===== config.mk =====
export PLATFORM = sky130hd
export DESIGN_NAME = versatile_interface_adapter
export DESIGN_NICKNAME = d
export VERILOG_FILES = /design/src/hdl/via_pkg.sv /design/src/hdl/via_timer.sv /design/src/hdl/versatile_interface_adapter.sv
export SDC_FILE = /design/constraint.sdc
export NUM_CORES = 1
export LEC_CHECK = 0
export BUFFER_PORTS_ARGS = -buffer_cell sky130_fd_sc_hd__buf_2
export CAP_MARGIN = 5
export CORE_ASPECT_RATIO = 1.4
export CORE_MARGIN = 5
export CORE_UTILIZATION = 55
export CTS_BUF_LIST = sky130_fd_sc_hd__clkbuf_16
export CTS_CLUSTER_SIZE = 8
export DETAILED_ROUTE_END_ITERATION = 8
export GPL_TIMING_DRIVEN = 0
export MAX_ROUTING_LAYER = met4
export PLACE_DENSITY = 0.82
export SETUP_SLACK_MARGIN = 0.4
export SKIP_CTS_REPAIR_TIMING = 1
export SYNTH_ARGS = -nofsm -noshare
export SYNTH_HDL_FRONTEND = slang
export SYNTH_SLANG_ARGS = --single-unit

===== constraint.sdc =====
create_clock -name aclk -period 3.7 [get_ports aclk]
set_clock_uncertainty 0.15 [all_clocks]
set_input_delay 0 -clock aclk [delete_from_list [all_inputs] [get_ports aclk]]
set_output_delay 0 -clock aclk [all_outputs]
set_load 0.01 [all_outputs]

===== src/hdl/via_pkg.sv =====
package via_pkg;

    typedef enum logic [1:0] {
        OP_READ  = 2'd0,
        OP_WRITE = 2'd1,
        OP_TICK  = 2'd2
    } via_op_t;

    localparam logic [3:0] REG_ORB    = 4'h0;
    localparam logic [3:0] REG_ORA    = 4'h1;
    localparam logic [3:0] REG_DDRB   = 4'h2;
    localparam logic [3:0] REG_DDRA   = 4'h3;
    localparam logic [3:0] REG_T1CL   = 4'h4;
    localparam logic [3:0] REG_T1CH   = 4'h5;
    localparam logic [3:0] REG_T1LL   = 4'h6;
    localparam logic [3:0] REG_T1LH   = 4'h7;
    localparam logic [3:0] REG_T2CL   = 4'h8;
    localparam logic [3:0] REG_T2CH   = 4'h9;
    localparam logic [3:0] REG_SR     = 4'hA;
    localparam logic [3:0] REG_ACR    = 4'hB;
    localparam logic [3:0] REG_PCR    = 4'hC;
    localparam logic [3:0] REG_IFR    = 4'hD;
    localparam logic [3:0] REG_IER    = 4'hE;
    localparam logic [3:0] REG_ORA_NH = 4'hF;

    localparam logic [6:0] FLAG_CA2 = 7'h01;
    localparam logic [6:0] FLAG_CA1 = 7'h02;
    localparam logic [6:0] FLAG_CB2 = 7'h08;
    localparam logic [6:0] FLAG_CB1 = 7'h10;
    localparam logic [6:0] FLAG_T2  = 7'h20;
    localparam logic [6:0] FLAG_T1  = 7'h40;

    localparam int ACR_PB7_OUT   = 7;
    localparam int ACR_T1_FREE   = 6;
    localparam int ACR_T2_PULSE  = 5;
    localparam int PCR_CA1_RISE  = 0;
    localparam int PCR_CB1_RISE  = 4;

    localparam logic [15:0] TIMER_RESET = 16'hFFFF;

endpackage


===== src/hdl/via_timer.sv =====
module via_timer
    import via_pkg::*;
(
    input  logic [15:0] count,
    input  logic [7:0]  cycles,
    output logic [15:0] count_next,
    output logic        underflow
);

    logic [16:0] diff;

    assign diff       = {1'b0, count} - {9'b0, cycles};
    assign count_next = diff[15:0];
    // borrow, or landing on all ones
    assign underflow  = diff[16] || (diff[15:0] == TIMER_RESET);

endmodule


===== src/hdl/versatile_interface_adapter.sv =====
// Path: from request accept to result valid, a request passes the input register, then the result register.
// Throughput: one request per cycle unless a result waits on m_ready; the result register and input register let a new
// request enter while a finished result waits on m_ready.
// Reset: synchronous, active-low aresetn; ports, direction and control registers clear,
// timer counts and latches go to all ones, PB7 level to one, no flags or enables set.
module versatile_interface_adapter
    import via_pkg::*;
(
    input  logic       aclk,
    input  logic       aresetn,
    input  logic       s_valid,
    output logic       s_ready,
    input  logic [1:0] s_opcode,
    input  logic [3:0] s_register_address,
    input  logic [7:0] s_write_data,
    input  logic [7:0] s_tick_cycles,
    input  logic       s_ca1_level,
    input  logic       s_cb1_level,
    input  logic [7:0] s_port_a_pins,
    input  logic [7:0] s_port_b_pins,
    output logic       m_valid,
    input  logic       m_ready,
    output logic [7:0] m_read_data,
    output logic       m_irq_out
);

    // input register
    logic       pipe_valid_reg;
    via_op_t    pipe_op_reg;
    logic [3:0] pipe_addr_reg;
    logic [7:0] pipe_data_reg;
    logic [7:0] pipe_cycles_reg;
    logic       pipe_ca1_reg;
    logic       pipe_cb1_reg;
    logic [7:0] pipe_pa_reg;
    logic [7:0] pipe_pb_reg;

    // result register
    logic       m_valid_reg;
    logic [7:0] m_read_data_reg;
    logic       m_irq_out_reg;

    // block state
    logic [7:0]  pa_out_reg,   pa_out_next;
    logic [7:0]  pb_out_reg,   pb_out_next;
    logic [7:0]  ddra_reg,     ddra_next;
    logic [7:0]  ddrb_reg,     ddrb_next;
    logic [15:0] t1_count_reg, t1_count_next;
    logic [15:0] t1_latch_reg, t1_latch_next;
    logic [15:0] t2_count_reg, t2_count_next;
    logic [7:0]  t2_latch_reg, t2_latch_next;
    logic [7:0]  sr_reg,       sr_next;
    logic [7:0]  acr_reg,      acr_next;
    logic [7:0]  pcr_reg,      pcr_next;
    logic [6:0]  flags_reg,    flags_next;
    logic [6:0]  ier_reg,      ier_next;
    logic        t1_run_reg,   t1_run_next;
    logic        t2_run_reg,   t2_run_next;
    logic        pb7_reg,      pb7_next;
    logic        ca1_last_reg, ca1_last_next;
    logic        cb1_last_reg, cb1_last_next;

    logic        adv;
    logic [7:0]  rd_next;
    logic [7:0]  port_a_in;
    logic [7:0]  port_b_in;
    logic [15:0] t1_dec;
    logic [15:0] t2_dec;
    logic        t1_uf;
    logic        t2_uf;
    logic        irq_now;

    assign adv     = pipe_valid_reg && (!m_valid_reg || m_ready);
    assign s_ready = !pipe_valid_reg || adv;

    assign m_valid     = m_valid_reg;
    assign m_read_data = m_read_data_reg;
    assign m_irq_out   = m_irq_out_reg;

    assign port_a_in = (pa_out_reg & ddra_reg) | (pipe_pa_reg & ~ddra_reg);
    assign port_b_in = (pb_out_reg & ddrb_reg) | (pipe_pb_reg & ~ddrb_reg);
    assign irq_now   = |(flags_reg & ier_reg);

    via_timer u_via_timer1 (
        .count      (t1_count_reg),
        .cycles     (pipe_cycles_reg),
        .count_next (t1_dec),
        .underflow  (t1_uf)
    );

    via_timer u_via_timer2 (
        .count      (t2_count_reg),
        .cycles     (pipe_cycles_reg),
        .count_next (t2_dec),
        .underflow  (t2_uf)
    );

    always_comb begin
        pa_out_next   = pa_out_reg;
        pb_out_next   = pb_out_reg;
        ddra_next     = ddra_reg;
        ddrb_next     = ddrb_reg;
        t1_count_next = t1_count_reg;
        t1_latch_next = t1_latch_reg;
        t2_count_next = t2_count_reg;
        t2_latch_next = t2_latch_reg;
        sr_next       = sr_reg;
        acr_next      = acr_reg;
        pcr_next      = pcr_reg;
        flags_next    = flags_reg;
        ier_next      = ier_reg;
        t1_run_next   = t1_run_reg;
        t2_run_next   = t2_run_reg;
        pb7_next      = pb7_reg;
        ca1_last_next = ca1_last_reg;
        cb1_last_next = cb1_last_reg;
        rd_next       = 8'h00;

        if (adv) begin
            unique case (pipe_op_reg)
                OP_READ: begin
                    unique case (pipe_addr_reg)
                        REG_ORB: begin
                            flags_next = flags_reg & ~(FLAG_CB1 | FLAG_CB2);
                            rd_next    = acr_reg[ACR_PB7_OUT] ? {pb7_reg, port_b_in[6:0]}
                                                              : port_b_in;
                        end
                        REG_ORA: begin
                            flags_next = flags_reg & ~(FLAG_CA1 | FLAG_CA2);
                            rd_next    = port_a_in;
                        end
                        REG_ORA_NH: rd_next = port_a_in;
                        REG_DDRB:   rd_next = ddrb_reg;
                        REG_DDRA:   rd_next = ddra_reg;
                        REG_T1CL: begin
                            flags_next = flags_reg & ~FLAG_T1;
                            rd_next    = t1_count_reg[7:0];
                        end
                        REG_T1CH:   rd_next = t1_count_reg[15:8];
                        REG_T1LL:   rd_next = t1_latch_reg[7:0];
                        REG_T1LH:   rd_next = t1_latch_reg[15:8];
                        REG_T2CL: begin
                            flags_next = flags_reg & ~FLAG_T2;
                            rd_next    = t2_count_reg[7:0];
                        end
                        REG_T2CH:   rd_next = t2_count_reg[15:8];
                        REG_SR:     rd_next = sr_reg;
                        REG_ACR:    rd_next = acr_reg;
                        REG_PCR:    rd_next = pcr_reg;
                        REG_IFR:    rd_next = {irq_now, flags_reg};
                        REG_IER:    rd_next = {1'b1, ier_reg};
                        default:    rd_next = 8'h00;
                    endcase
                end
                OP_WRITE: begin
                    unique case (pipe_addr_reg)
                        REG_ORB: begin
                            pb_out_next = pipe_data_reg;
                            flags_next  = flags_reg & ~(FLAG_CB1 | FLAG_CB2);
                        end
                        REG_ORA: begin
                            pa_out_next = pipe_data_reg;
                            flags_next  = flags_reg & ~(FLAG_CA1 | FLAG_CA2);
                        end
                        REG_ORA_NH: pa_out_next = pipe_data_reg;
                        REG_DDRB:   ddrb_next   = pipe_data_reg;
                        REG_DDRA:   ddra_next   = pipe_data_reg;
                        REG_T1CL, REG_T1LL: t1_latch_next = {t1_latch_reg[15:8], pipe_data_reg};
                        REG_T1CH: begin
                            t1_latch_next = {pipe_data_reg, t1_latch_reg[7:0]};
                            t1_count_next = {pipe_data_reg, t1_latch_reg[7:0]};
                            flags_next    = flags_reg & ~FLAG_T1;
                            t1_run_next   = 1'b1;
                            pb7_next      = 1'b1;
                        end
                        REG_T1LH: begin
                            t1_latch_next = {pipe_data_reg, t1_latch_reg[7:0]};
                            flags_next    = flags_reg & ~FLAG_T1;
                        end
                        REG_T2CL:   t2_latch_next = pipe_data_reg;
                        REG_T2CH: begin
                            t2_count_next = {pipe_data_reg, t2_latch_reg};
                            flags_next    = flags_reg & ~FLAG_T2;
                            t2_run_next   = 1'b1;
                        end
                        REG_SR:     sr_next  = pipe_data_reg;
                        REG_ACR:    acr_next = pipe_data_reg;
                        REG_PCR:    pcr_next = pipe_data_reg;
                        REG_IFR:    flags_next = flags_reg & ~pipe_data_reg[6:0];
                        REG_IER: begin
                            if (pipe_data_reg[7]) begin
                                ier_next = ier_reg | pipe_data_reg[6:0];
                            end else begin
                                ier_next = ier_reg & ~pipe_data_reg[6:0];
                            end
                        end
                        default: ;
                    endcase
                end
                OP_TICK: begin
                    ca1_last_next = pipe_ca1_reg;
                    cb1_last_next = pipe_cb1_reg;
                    if ((pipe_ca1_reg != ca1_last_reg) &&
                        (pcr_reg[PCR_CA1_RISE] == pipe_ca1_reg)) begin
                        flags_next = flags_next | FLAG_CA1;
                    end
                    if ((pipe_cb1_reg != cb1_last_reg) &&
                        (pcr_reg[PCR_CB1_RISE] == pipe_cb1_reg)) begin
                        flags_next = flags_next | FLAG_CB1;
                    end
                    if (t1_run_reg) begin
                        t1_count_next = t1_dec;
                        if (t1_uf) begin
                            flags_next = flags_next | FLAG_T1;
                            pb7_next   = !pb7_reg;
                            if (acr_reg[ACR_T1_FREE]) begin
                                t1_count_next = t1_latch_reg;
                            end else begin
                                t1_run_next = 1'b0;
                            end
                        end
                    end
                    if (t2_run_reg && !acr_reg[ACR_T2_PULSE]) begin
                        t2_count_next = t2_dec;
                        if (t2_uf) begin
                            flags_next  = flags_next | FLAG_T2;
                            t2_run_next = 1'b0;
                        end
                    end
                end
                default: ;
            endcase
        end
    end

    always_ff @(posedge aclk) begin
        if (s_valid && s_ready) begin
            pipe_op_reg     <= via_op_t'(s_opcode);
            pipe_addr_reg   <= s_register_address;
            pipe_data_reg   <= s_write_data;
            pipe_cycles_reg <= s_tick_cycles;
            pipe_ca1_reg    <= s_ca1_level;
            pipe_cb1_reg    <= s_cb1_level;
            pipe_pa_reg     <= s_port_a_pins;
            pipe_pb_reg     <= s_port_b_pins;
        end
        if (adv) begin
            m_read_data_reg <= rd_next;
            m_irq_out_reg   <= |(flags_next & ier_next);
        end
        if (!aresetn) begin
            pipe_valid_reg <= 1'b0;
            m_valid_reg    <= 1'b0;
            pa_out_reg     <= 8'h00;
            pb_out_reg     <= 8'h00;
            ddra_reg       <= 8'h00;
            ddrb_reg       <= 8'h00;
            t1_count_reg   <= TIMER_RESET;
            t1_latch_reg   <= TIMER_RESET;
            t2_count_reg   <= TIMER_RESET;
            t2_latch_reg   <= TIMER_RESET[7:0];
            sr_reg         <= 8'h00;
            acr_reg        <= 8'h00;
            pcr_reg        <= 8'h00;
            flags_reg      <= 7'h00;
            ier_reg        <= 7'h00;
            t1_run_reg     <= 1'b0;
            t2_run_reg     <= 1'b0;
            pb7_reg        <= 1'b1;
            ca1_last_reg   <= 1'b0;
            cb1_last_reg   <= 1'b0;
        end else begin
            pipe_valid_reg <= (s_valid && s_ready) || (pipe_valid_reg && !adv);
            m_valid_reg    <= adv || (m_valid_reg && !m_ready);
            pa_out_reg     <= pa_out_next;
            pb_out_reg     <= pb_out_next;
            ddra_reg       <= ddra_next;
            ddrb_reg       <= ddrb_next;
            t1_count_reg   <= t1_count_next;
            t1_latch_reg   <= t1_latch_next;
            t2_count_reg   <= t2_count_next;
            t2_latch_reg   <= t2_latch_next;
            sr_reg         <= sr_next;
            acr_reg        <= acr_next;
            pcr_reg        <= pcr_next;
            flags_reg      <= flags_next;
            ier_reg        <= ier_next;
            t1_run_reg     <= t1_run_next;
            t2_run_reg     <= t2_run_next;
            pb7_reg        <= pb7_next;
            ca1_last_reg   <= ca1_last_next;
            cb1_last_reg   <= cb1_last_next;
        end
    end

    // irq on the result register tracks the state it was computed from
    assert property (@(posedge aclk) disable iff (!aresetn)
        m_valid_reg |-> (m_irq_out_reg == irq_now))
        else $error("irq_out does not match flags and enables");

    assert property (@(posedge aclk) disable iff (!aresetn)
        (adv && (pipe_op_reg != OP_READ)) |=> (m_read_data_reg == 8'h00))
        else $error("non-read request returned nonzero data");

    assert property (@(posedge aclk) disable iff (!aresetn)
        (adv && (pipe_op_reg == OP_TICK) && !t1_run_reg) |=> $stable(t1_count_reg))
        else $error("stopped timer 1 changed on tick");

    assert property (@(posedge aclk) disable iff (!aresetn)
        !s_ready |-> (pipe_valid_reg && m_valid_reg && !m_ready))
        else $error("input stalled while pipeline can move");

    assert property (@(posedge aclk) disable iff (!aresetn)
        !m_valid_reg |-> $stable(flags_reg) || $past(adv))
        else $error("flags changed without a request");

endmodule

==> impl_metrics.toml <==
[sta]
min_period_over_period_pct = 96.9
setup_viol = 0
final.min_clock_period_ns = 3.59
finalMaxSlewViolations = 0
slew_headroom_pct = 35.7
fmax_ghz = 0.279
rsz0062_at_grt = "yes"
worst_slew_pin_slew_ns = 0.965
hold_viol_final = 0

[place]
hpwl_um = 27800
place_congestion = 1.06
dpl_cell_area_sq_um = 10600
placedCellCount = 1418
port_buffers = 53

[route]
dr.pass1.iters = 5
wirelength_um = 38300
num_vias = 9752
drc = 0
wl_per_cell_um = 25.2
antenna_left = 0
drt_iter0_markers = 1112
drt-vias-per-instance = 6.43

[worst_setup_path]
cp.arrival_ns = 3.76
cp_max_fo = 4
cpLargestDelayFamily = "compound AO/OA/AOI/OAI gates"
path_class = "reg2reg"
required_ns = 3.87
cp_cell_sequence = "ha_4, inv_4, fa_2, a21oi_4, o211ai_1, a2111oi_4, xor2_2, o311ai_4, o311ai_4, buf_4, buf_6, buf_4, a211oi_2"
cpPeakStageDelay_ns = 0.54
cp-end-kind = "flop"
startpoint_type = "flop"
rrSetupSlack_ns = 0.11
crit_slowest_cell = "a2111oi_4"
path_buf_inv = 4

[layout]
multi_input_area_sq_um = 5740
fill_cells = 1491
diodes = 0
fin_cells = 1517
fin_nets = 1331
final_area_sq_um = 12100
drive_above_1_share_pct = 16.4
register_area_sq_um = 4140
area_growth_pct = 21.3

[grt]
antenna_found_initial = 0
grt_pass1_vias = 9088
overflow = 0
track_usage_pct = 36.2
use_met1_pct = 42.1
grt_max_degree = 30
grt_first_pass_wirelength_um = 54500
met2_usage_pct = 57.3
busiest_layer = "met2"
grt_use_met3_pct = 5.47

[floorplanning]
start_util_pct = 55.6
die_w_um = 124
die_h_um = 169
ios = 55
core_sq_um = 17900
row_count = 58
fp.dieArea_sq_um = 21000

[yosys]
yosys_warnings = 0
yosysSeqAreaShare_pct = 41.5
avgSynthCellArea_sq_um = 8.87
synth_nets = 1191
postSynthCellCount = 1124
yosysMostFrequentCell = "nor2_1"
synth-main-ff-cell = "dfxtp_1"
syn_area_sq_um = 9970
netlist_top_cells_count = "152 x nor2_1, 133 x dfxtp_1, 112 x nand2_1"
synth-seq-cells = 182
synth_top_cell_area_share_pct = 26.7
synth_cell_types = 86
synth_top_cell_by_area = "dfxtp_1"
synth-edff-count = 49
synth.area.top_cells = "dfxtp_1 27%, edfxtp_1 15%, mux2i_1 9.2%"
synthArstFlopShare_pct = 0

[power]
power_density_nw_per_um2 = 379
p_leak_uw = 0.00456
vdd_drop_max_mv = 0.283

[min_path]
min_path_type = "in2reg"

[clock_tree]
clock_latency_ns = 0.44
cts_buffer_depth = 2
path_clk_slew_ns = 0.07
clkSinkCount = 182
root_buffer = "clkbuf_16"
cts_tree = "done"
h-tree-depth = 4
cts_buffers = 17

[flow_run]
maxCapViolations = 0

[outcome]
status = "complete, no violations"
[worst register-to-register path, cell delays in order (launching register included)]
cell       delay, ns
edfxtp_1        0.42
ha_4            0.17
inv_4           0.04
fa_2            0.41
a21oi_4         0.20
o211ai_1        0.20
a2111oi_4       0.54
xor2_2          0.23
o311ai_4        0.16
o311ai_4        0.47
buf_4           0.19
buf_6           0.10
buf_4           0.13
a211oi_2        0.06
[through the flow]
| stage | power, uW | setup TNS, ns | utilization, % | hold WS (ns) | worst slack, ns |
|---|---|---|---|---|---|
| global route | 4710 | 0 | 67.5 | 0.0651 | 0.0181 |
| floorplan | 2520 | 0 | - | -0.0511 | 0.492 |
| finish | 4580 | 0 | 67.5 | 0.00149 | 0.114 |
| CTS | 4460 | -6.36 | 62.0 | -0.426 | -0.307 |
| global placement | 2730 | -5.00 | 58.8 | 0.0259 | -0.205 |
| detailed placement | 2740 | -6.04 | 58.9 | 0.0281 | -0.290 |
[layout by cell type, fill, tap and decap left out, types with 12 or more instances in the layout]
cell type,n
xor2_1,12
o21ai_0,42
a21oi_1,64
nand3_1,38
o211ai_1,15
edfxtp_1,49
inv_1,28
ha_1,15
buf_2,54
clkbuf_1,51
dfxtp_1,132
o22ai_1,18
buf_4,21
mux2_2,19
a22oi_1,16
mux2i_1,92
nor3_1,14
nor2_1,149
a31oi_1,14
nand2_1,109
clkbuf_16,17
dlygate4sd3_1,43
[final cells by class]
type / count / area share (%)
inverter: 35 / 1.15
buffer: 71 / 2.44
tap: 240 / 2.48
clock inverter: 15 / 1.12
clock buffer: 17 / 3.52
timing repair buffer: 121 / 7.58
multi-input combinational: 836 / 47.5
sequential: 182 / 34.2
[routing by layer]
layer | share of wire [%] | vias to the layer above
met2 | 47 | 535
li1 | - | 4381
met4 | 8.4 | 0
met3 | 7.4 | 183
met1 | 37 | 4653
met5 | 0 | -
[report_power, final]
part	switching, uW	total (uW)	internal, uW
logic	431	671	240
clock network	880	1770	890
registers	48.8	2140	2090
[final timing paths]
kind                      start              end  cells after the start
max reg2reg  pipe_cycles_reg[0]  t1_count_reg[6]                     13
min reg2reg       pb_out_reg[0]    pb_out_reg[0]                      2
max          pipe_cycles_reg[0]  t1_count_reg[6]                     13
min                     aresetn          pb7_reg                      4
[kinds of logic (layout without fill, tap and decap cells)]
group / count (synthesis) / in the layout / synth area share, %
AOI/OAI and AO/OA: 274 / 274 / 19.1
xor gates and xnor gates: 20 / 20 / 1.76
adders and majority gates: 23 / 23 / 3.04
buffers and inverters: 106 / 259 / 4.15
DFF: 182 / 182 / 41.5
muxes: 111 / 111 / 11.4
and+or+nand+nor: 408 / 408 / 19.1
Note: power is estimated with default switching activity, not from simulation.
